$ cat config.mk
export PLATFORM = sky130hd
export DESIGN_NAME = interpolated_flat_field_correction
export DESIGN_NICKNAME = d
export VERILOG_FILES = /design/src/design/iffc_pkg.sv /design/src/design/iffc_divider.sv /design/src/design/interpolated_flat_field_correction.sv
export SDC_FILE = /design/constraint.sdc
export NUM_CORES = 2
export LEC_CHECK = 0
export CAP_MARGIN = 15
export CELL_PAD_IN_SITES_DETAIL_PLACEMENT = 1
export CELL_PAD_IN_SITES_GLOBAL_PLACEMENT = 1
export CORE_MARGIN = 5
export CORE_UTILIZATION = 52
export CTS_BUF_LIST = sky130_fd_sc_hd__clkbuf_4
export DETAILED_ROUTE_END_ITERATION = 16
export DONT_BUFFER_PORTS = 1
export HOLD_SLACK_MARGIN = 0.05
export PLACE_DENSITY = 0.8
export SLEW_MARGIN = 15
export SYNTH_ARGS = -nofsm -noshare
export SYNTH_HDL_FRONTEND = slang
export SYNTH_SLANG_ARGS = --single-unit
$ cat constraint.sdc
create_clock -name clk -period 7.7 [get_ports clk]
set_input_delay 0.77 -clock clk [delete_from_list [all_inputs] [get_ports clk]]
set_output_delay 0.77 -clock clk [all_outputs]
set_load 0.01 [all_outputs]
$ cat src/design/iffc_pkg.sv
// Shared constants and types for the interpolated flat-field correction block.
// No dependencies; imported by iffc_divider and interpolated_flat_field_correction.
package iffc_pkg;

	localparam int PIXEL_BITS_DEF = 16;
	localparam int WEIGHT_BITS    = 20;
	localparam int FRAC_BITS      = 16;
	localparam int TRANS_BITS     = 24;
	localparam int SAT_SHIFT      = 8;
	localparam int ADDR_BITS      = 3;
	localparam int DATA_BITS      = 32;

	localparam logic [ADDR_BITS-3:0] REG_WEIGHT = '0;

	typedef struct packed {
		logic bad;
		logic sat;
		logic frame_end;
	} meta_t;

endpackage

$ cat src/design/iffc_divider.sv
// Pipelined restoring divider, one quotient bit per stage.
// Depends on iffc_pkg (meta_t).
module iffc_divider #(
	parameter int DIV_W     = 37,
	parameter int QUOT_BITS = iffc_pkg::TRANS_BITS
) (
	input  logic                 clk,
	input  logic                 arst_n,
	input  logic                 in_vld,
	input  logic [DIV_W-1:0]     in_rem,
	input  logic [DIV_W-1:0]     in_den,
	input  iffc_pkg::meta_t      in_meta,
	output logic                 out_vld,
	output logic [QUOT_BITS-1:0] out_quot,
	output iffc_pkg::meta_t      out_meta
);
	import iffc_pkg::*;

	logic                 vld_s  [0:QUOT_BITS];
	logic [DIV_W-1:0]     rem_s  [0:QUOT_BITS];
	logic [DIV_W-1:0]     den_s  [0:QUOT_BITS];
	logic [QUOT_BITS-1:0] quot_s [0:QUOT_BITS];
	meta_t                meta_s [0:QUOT_BITS];

	assign vld_s[0]  = in_vld;
	assign rem_s[0]  = in_rem;
	assign den_s[0]  = in_den;
	assign quot_s[0] = '0;
	assign meta_s[0] = in_meta;

	for (genvar k = 0; k < QUOT_BITS; k++) begin : g_stage
		logic [DIV_W:0] dbl;
		logic [DIV_W:0] den_x;
		logic [DIV_W:0] diff;
		logic           ge;

		assign dbl   = {rem_s[k], 1'b0};
		assign den_x = {1'b0, den_s[k]};
		assign diff  = dbl - den_x;
		assign ge    = (dbl >= den_x);

		always_ff @(posedge clk or negedge arst_n) begin
			if (!arst_n) begin
				vld_s[k+1] <= 1'b0;
			end else begin
				vld_s[k+1] <= vld_s[k];
			end
		end

		always_ff @(posedge clk) begin
			rem_s[k+1]  <= ge ? diff[DIV_W-1:0] : dbl[DIV_W-1:0];
			den_s[k+1]  <= den_s[k];
			quot_s[k+1] <= {quot_s[k][QUOT_BITS-2:0], ge};
			meta_s[k+1] <= meta_s[k];
		end
	end

	assign out_vld  = vld_s[QUOT_BITS];
	assign out_quot = quot_s[QUOT_BITS];
	assign out_meta = meta_s[QUOT_BITS];

	// partial remainder stays below the divisor on every live word that is neither bad nor saturated
	a_rem_below_den: assert property (@(posedge clk) disable iff (!arst_n)
		(vld_s[1] && !meta_s[1].bad && !meta_s[1].sat) |-> (rem_s[1] < den_s[1]))
		else $error("divider remainder not below divisor");

	a_rem_below_den_last: assert property (@(posedge clk) disable iff (!arst_n)
		(out_vld && !out_meta.bad && !out_meta.sat) |->
			(rem_s[QUOT_BITS] < den_s[QUOT_BITS]))
		else $error("final remainder not below divisor");

	a_vld_flow: assert property (@(posedge clk) disable iff (!arst_n)
		in_vld |-> ##(QUOT_BITS) out_vld)
		else $error("divider lost a word");

endmodule

$ cat src/design/interpolated_flat_field_correction.sv
// Top level: flat-field correction with interpolated flats and dark subtraction.
// Depends on iffc_pkg and iffc_divider.
//
// Usage:
//   Pulse start with the four pixel values and frame_end to hand in one word;
//   busy is always low, so a word may be given in every clock cycle.
//   Each word yields one result word, shown for a single cycle with done high:
//   transmission (unsigned Q8.16, saturated), invalid and frame_end_out.
//   A word passes the difference, multiply, denominator and check stages, the
//   24 divider stages (one quotient bit per divider stage) and the output register;
//   throughput is one word per cycle, set by the fully pipelined 24-stage divider.
//   The receiver cannot stall: the pipeline moves every cycle and results are
//   never held back or dropped.
//   Register second_flat_weight (signed Q4.16) is written through the APB
//   port at byte address 0 and must only change while no word is in flight.
//   Reset (arst_n low) clears the weight to 0 and empties the pipeline;
//   no result is presented until new words arrive.
module interpolated_flat_field_correction #(
	parameter int PIXEL_BITS = iffc_pkg::PIXEL_BITS_DEF
) (
	input  logic                           clk,
	input  logic                           arst_n,
	input  logic                           start,
	output logic                           busy,
	input  logic [15:0]                    sample_pixel,
	input  logic [15:0]                    dark_pixel,
	input  logic [15:0]                    first_flat_pixel,
	input  logic [15:0]                    second_flat_pixel,
	input  logic                           frame_end,
	output logic                           done,
	output logic [iffc_pkg::TRANS_BITS-1:0] transmission,
	output logic                           invalid,
	output logic                           frame_end_out,
	input  logic                           psel,
	input  logic                           penable,
	input  logic                           pwrite,
	input  logic [iffc_pkg::ADDR_BITS-1:0] paddr,
	input  logic [iffc_pkg::DATA_BITS-1:0] pwdata,
	output logic [iffc_pkg::DATA_BITS-1:0] prdata,
	output logic                           pready
);
	import iffc_pkg::*;

	localparam int DIFF_W  = PIXEL_BITS + 1;
	localparam int PROD_W  = WEIGHT_BITS + DIFF_W;
	localparam int DEN_W   = PROD_W + 1;
	localparam int DIV_W   = DEN_W - 1;
	localparam int LATENCY = 5 + TRANS_BITS;

	// ---------------- configuration ----------------
	logic [WEIGHT_BITS-1:0] weight_q;
	logic                   wr_en;

	assign pready = 1'b1;
	assign wr_en  = psel && penable && pwrite && pready &&
		(paddr[ADDR_BITS-1:2] == REG_WEIGHT);

	always_ff @(posedge clk or negedge arst_n) begin
		if (!arst_n) begin
			weight_q <= '0;
		end else if (wr_en) begin
			weight_q <= pwdata[WEIGHT_BITS-1:0];
		end
	end

	always_comb begin
		prdata = '0;
		if (paddr[ADDR_BITS-1:2] == REG_WEIGHT) begin
			prdata = {{(DATA_BITS-WEIGHT_BITS){1'b0}}, weight_q};
		end
	end

	assign busy = 1'b0;

	// ---------------- stage 1: differences ----------------
	logic                     vld_s1;
	logic signed [DIFF_W-1:0] flat_diff_s1;
	logic signed [DIFF_W-1:0] base_s1;
	logic signed [DIFF_W-1:0] num_s1;
	logic                     fe_s1;

	always_ff @(posedge clk or negedge arst_n) begin
		if (!arst_n) begin
			vld_s1 <= 1'b0;
		end else begin
			vld_s1 <= start && !busy;
		end
	end

	always_ff @(posedge clk) begin
		flat_diff_s1 <= $signed({1'b0, second_flat_pixel[PIXEL_BITS-1:0]})
			- $signed({1'b0, first_flat_pixel[PIXEL_BITS-1:0]});
		base_s1      <= $signed({1'b0, first_flat_pixel[PIXEL_BITS-1:0]})
			- $signed({1'b0, dark_pixel[PIXEL_BITS-1:0]});
		num_s1       <= $signed({1'b0, sample_pixel[PIXEL_BITS-1:0]})
			- $signed({1'b0, dark_pixel[PIXEL_BITS-1:0]});
		fe_s1        <= frame_end;
	end

	// ---------------- stage 2: weight multiply ----------------
	logic                     vld_s2;
	logic signed [PROD_W-1:0] prod_s2;
	logic signed [DIFF_W-1:0] base_s2;
	logic signed [DIFF_W-1:0] num_s2;
	logic                     fe_s2;

	always_ff @(posedge clk or negedge arst_n) begin
		if (!arst_n) begin
			vld_s2 <= 1'b0;
		end else begin
			vld_s2 <= vld_s1;
		end
	end

	always_ff @(posedge clk) begin
		prod_s2 <= $signed(weight_q) * flat_diff_s1;
		base_s2 <= base_s1;
		num_s2  <= num_s1;
		fe_s2   <= fe_s1;
	end

	// ---------------- stage 3: denominator ----------------
	logic                     vld_s3;
	logic signed [DEN_W-1:0]  den_s3;
	logic signed [DIFF_W-1:0] num_s3;
	logic                     fe_s3;
	logic        [DEN_W-1:0]  base_x;
	logic        [DEN_W-1:0]  prod_x;

	assign base_x = {{(DEN_W-DIFF_W-FRAC_BITS){base_s2[DIFF_W-1]}}, base_s2,
		{FRAC_BITS{1'b0}}};
	assign prod_x = {{(DEN_W-PROD_W){prod_s2[PROD_W-1]}}, prod_s2};

	always_ff @(posedge clk or negedge arst_n) begin
		if (!arst_n) begin
			vld_s3 <= 1'b0;
		end else begin
			vld_s3 <= vld_s2;
		end
	end

	always_ff @(posedge clk) begin
		den_s3 <= $signed(base_x + prod_x);
		num_s3 <= num_s2;
		fe_s3  <= fe_s2;
	end

	// ---------------- stage 4: checks, divider setup ----------------
	logic             vld_s4;
	logic [DIV_W-1:0] rem_s4;
	logic [DIV_W-1:0] den_s4;
	meta_t            meta_s4;
	logic             bad;
	logic [DIV_W-1:0] rem0;

	assign bad  = den_s3[DEN_W-1] || (den_s3 == '0) || num_s3[DIFF_W-1] || (num_s3 == '0);
	assign rem0 = {{(DIV_W-PIXEL_BITS-SAT_SHIFT){1'b0}}, num_s3[PIXEL_BITS-1:0],
		{SAT_SHIFT{1'b0}}};

	always_ff @(posedge clk or negedge arst_n) begin
		if (!arst_n) begin
			vld_s4 <= 1'b0;
		end else begin
			vld_s4 <= vld_s3;
		end
	end

	// ratio overflows Q8.16 exactly when num*2^8 >= den
	always_ff @(posedge clk) begin
		rem_s4            <= rem0;
		den_s4            <= den_s3[DIV_W-1:0];
		meta_s4.bad       <= bad;
		meta_s4.sat       <= !bad && (rem0 >= den_s3[DIV_W-1:0]);
		meta_s4.frame_end <= fe_s3;
	end

	// ---------------- divider ----------------
	logic                  div_vld;
	logic [TRANS_BITS-1:0] div_quot;
	meta_t                 div_meta;

	iffc_divider #(
		.DIV_W     (DIV_W),
		.QUOT_BITS (TRANS_BITS)
	) u_div (
		.clk      (clk),
		.arst_n   (arst_n),
		.in_vld   (vld_s4),
		.in_rem   (rem_s4),
		.in_den   (den_s4),
		.in_meta  (meta_s4),
		.out_vld  (div_vld),
		.out_quot (div_quot),
		.out_meta (div_meta)
	);

	// ---------------- output register ----------------
	logic                  done_q;
	logic [TRANS_BITS-1:0] trans_q;
	logic                  invalid_q;
	logic                  fe_q;

	always_ff @(posedge clk or negedge arst_n) begin
		if (!arst_n) begin
			done_q <= 1'b0;
		end else begin
			done_q <= div_vld;
		end
	end

	always_ff @(posedge clk) begin
		priority if (div_meta.bad) begin
			trans_q <= '0;
		end else if (div_meta.sat) begin
			trans_q <= '1;
		end else begin
			trans_q <= div_quot;
		end
		invalid_q <= div_meta.bad;
		fe_q      <= div_meta.frame_end;
	end

	assign done          = done_q;
	assign transmission  = trans_q;
	assign invalid       = invalid_q;
	assign frame_end_out = fe_q;

	// ---------------- checks ----------------
	a_invalid_zero: assert property (@(posedge clk) disable iff (!arst_n)
		(done && invalid) |-> (transmission == '0))
		else $error("invalid result with nonzero transmission");

	a_latency: assert property (@(posedge clk) disable iff (!arst_n)
		(start && !busy) |-> ##(LATENCY) done)
		else $error("result word missing after pipeline latency");

	a_frame_end: assert property (@(posedge clk) disable iff (!arst_n)
		done |-> (frame_end_out == $past(frame_end, LATENCY)))
		else $error("frame_end_out does not follow its word");

	a_weight_wr: assert property (@(posedge clk) disable iff (!arst_n)
		wr_en |=> (weight_q == $past(pwdata[WEIGHT_BITS-1:0])))
		else $error("weight register write lost");

endmodule
==> results_dict.tcl <==
set metrics [dict create \
    regArea_um2 48000 \
    die_area_um2 240000 \
    cts_sinks 2385 \
    core-area_um2 230000 \
    slew_headroom_pct 8.82 \
    drive_gt1_share_pct 10.8 \
    min-delay-start "num_s1[7]" \
    worst_slew_pin_slew_ns 1.36 \
    insertion_delay_ns 1.44 \
    worstPathRequired_ns 8.93 \
    yosys.area.top_type_share_pct 39.0 \
    synth-edff-count 0 \
    numCtsBuffers 629 \
    synth-seq-cells 2385 \
    std_cell_rows 176 \
    nets 14900 \
    synth_cells 12800 \
    rr_startpoint "flat_diff_s1[15]" \
    synth_flop_cell "dfxtp_1" \
    drtAntennaViolNets 0 \
    grt_max_degree 74 \
    most-common-layout-cells "dfxtp_1 (2333), inv_1 (1619), ha_1 (1043), a21oi_1 (905), clkbuf_4 (857)" \
    routedWlPerCell_um 21.6 \
    io_pins 167 \
    max_stage_delay_ns 0.82 \
    chipWidth_um 490 \
    yosysSeqAreaShare_pct 40.0 \
    final_common_cell "dfxtp_1" \
    ys_types 102 \
    tritoncts "built" \
    groute.usage.overall_pct 29.6 \
    synthesis.area_um2 120000 \
    grt-ovfl-total 0 \
    cts_max_level 6 \
    critPathKind "register to register" \
    drv_slew 0 \
    via_per_inst 5.65 \
    startpoint_type "register" \
    multi_input_area_um2 64800 \
    drc_errors 0 \
    die_height_um 490 \
    wl_mm 365 \
    first_pass_iters 5 \
    fin_tns_setup_ns 0 \
    final-setup-viol-count 0 \
    dr_total_vias 95400 \
    end_kind "register" \
    yosys-top-cells-area "dfxtp_1 (39%), ha_1 (11%), fa_1 (6.1%)" \
    synth_warnings 0 \
    rsz0062_at_grt "no" \
    crit_arrival_ns 8.54 \
    hold_path.class "register to register" \
    critPathSlowestCell "dfxtp_1" \
    initial_core_util_pct 52.2 \
    syn_avg_cell_area_um2 9.39 \
    finalHoldViolCount 0 \
    path_clk_slew_ns 0.11 \
    place_congestion 0.960 \
    async_flop_share_pct 2.05 \
    crit_fanout 20 \
    layout_min_cycle_time_ns 7.31 \
    maxCapViolCount 0 \
    timing.fmax_mhz 137 \
    grt_pass1_wl_mm 573 \
    root_buffer "clkbuf_4" \
    period_share_pct 94.9 \
    critPathMostFrequentCell "fa_1" \
    area_growth_pct 10.8 \
    status "completed" \
    clock_skew_ns 0.167 \
    yosysTopAreaCell "dfxtp_1" \
    clockBufferDepth 4 \
    grt_pass1_vias 102000 \
    detail_route.iter0.violations 5500 \
    fill_cells 26200 \
    startpoint "flat_diff_s1[15]" \
    crit_path_cell_trace "nand2_1, fa_1, fa_1, inv_1, fa_1, fa_1, fa_1, inv_1, fa_1, inv_1, ha_1, a21oi_1, o21ai_0, a211oi_1, nand3b_1, o21ai_0, o21a_1, a2111oi_0, or2_2, o21ai_0, xor2_1" \
    hpwl_mm 274 \
    antenna_found_initial 21 \
    portBuffers 0 \
    postCtsSetupBuffers 0 \
]
==> cells in the mapped netlist (all sizes together), types with 24 or more instances <==
library cell / n
and4: 31
nand3: 164
a21oi: 906
or3: 51
nor3: 155
clkbuf: 219
o31a: 48
o21ai: 703
ha: 1043
or2: 52
buf: 76
inv: 1621
dfrtp: 49
nand2: 847
a21boi: 58
xor2: 269
nor4: 51
o31ai: 85
a211oi: 66
a2111oi: 36
nor2b: 143
nand2b: 120
nand4: 138
and2: 219
nor2: 747
xnor2: 459
a21o: 414
o21bai: 118
dfxtp: 2336
mux2: 401
mux2i: 34
a31oi: 109
a31o: 24
fa: 367
o211ai: 61
and3: 91
o21a: 153
==> state kept, by name (all words and copies together), names as in the netlist, 16 cells and up <==
name and count:
transmission 24, num_s1 17, prod_s2 37, rem_s4 16, den_s4 37, weight_q 20, u_div.meta_s 69, flat_diff_s1 17
u_div.quot_s 276, num_s3 17, u_div.out_quot 24, base_s2 17, num_s2 17, u_div.den_s 851, u_div.g_stage.dbl 851, u_div.vld_s 23
base_s1 17, den_s3 38
==> timing repair <==
action,in CTS,in global routing
gates resized for setup,0,4
setup endpoints to repair,0,2
hold endpoints to repair,122,0
hold buffers,187,0
==> stage by stage <==
step | std cells | util [%] | hold slack (ns) | cell area [um2] | setup WS (ns)
floorplan | 12800 | - | 0.310 | 120000 | 1.46
global placement | 15600 | 53.6 | 0.310 | 123000 | 0.686
CTS | 16800 | 57.8 | 0.0945 | 133000 | 0.428
detailed placement | 15600 | 53.6 | 0.313 | 123000 | 0.473
finish | 16900 | 57.8 | 0.277 | 133000 | 0.393
global route | 16900 | 57.8 | 0.201 | 133000 | 0.00539
==> path summary, 6_finish.rpt <==
check	slack, ns	cells past startpoint	endpoint
max in group asynchronous	6.85	4	u_div.vld_s[15]
min in group asynchronous	0.56	4	vld_s2
max reg2reg	0.39	21	prod_s2[35]
min	0.28	0	num_s2[7]
max	0.39	21	prod_s2[35]
min reg2reg	0.28	0	num_s2[7]
==> logic make-up (layout without fill, tap and decap cells) <==
group / after synthesis / after routing / synth area share, %
AO/OA/AOI/OAI: 3024 / 3024 / 16.0
AND/OR/NAND/NOR: 2868 / 2868 / 11.5
flip-flops: 2385 / 2385 / 40.0
buffers and inverters: 1918 / 2951 / 6.14
adder cells (fa/ha/maj): 1410 / 1410 / 17.0
XOR/XNOR: 728 / 728 / 5.32
multiplexers: 435 / 435 / 4.05
other: 2 / 50 / 0.00626
==> final cells by class <==
type | count | share of cell area (%)
diodes | 36 | 0.0678
clock buffers | 857 | 4.84
clock inverters | 223 | 0.986
inverters | 1623 | 4.58
multi-input cells | 8479 | 48.8
flip-flops and latches | 2385 | 36.1
well taps | 3026 | 2.85
repair buffers | 248 | 1.78
==> worst max-delay path: cells and delay by family (launching register included) <==
kind | cells | cell delay [ns]
fa+ha+maj | 7 | 3.57
compound gates | 7 | 1.82
flops | 1 | 0.82
simple gates | 3 | 0.58
xor+xnor | 1 | 0.20
buf+inv | 3 | 0.16
==> layer usage <==
layer | GRT usage (%) | vias to the layer above | wire, um
met1 | 39.0 | 47100 | 162000
li1 | - | 44900 | -
met3 | 5.27 | 787 | 20100
met4 | 10.5 | 6 | 12200
met5 | 0 | - | 45
met2 | 48.8 | 2559 | 171000
Power is not shown: default switching activity piles up to over one toggle a cycle in this logic, so the estimate is an artifact.
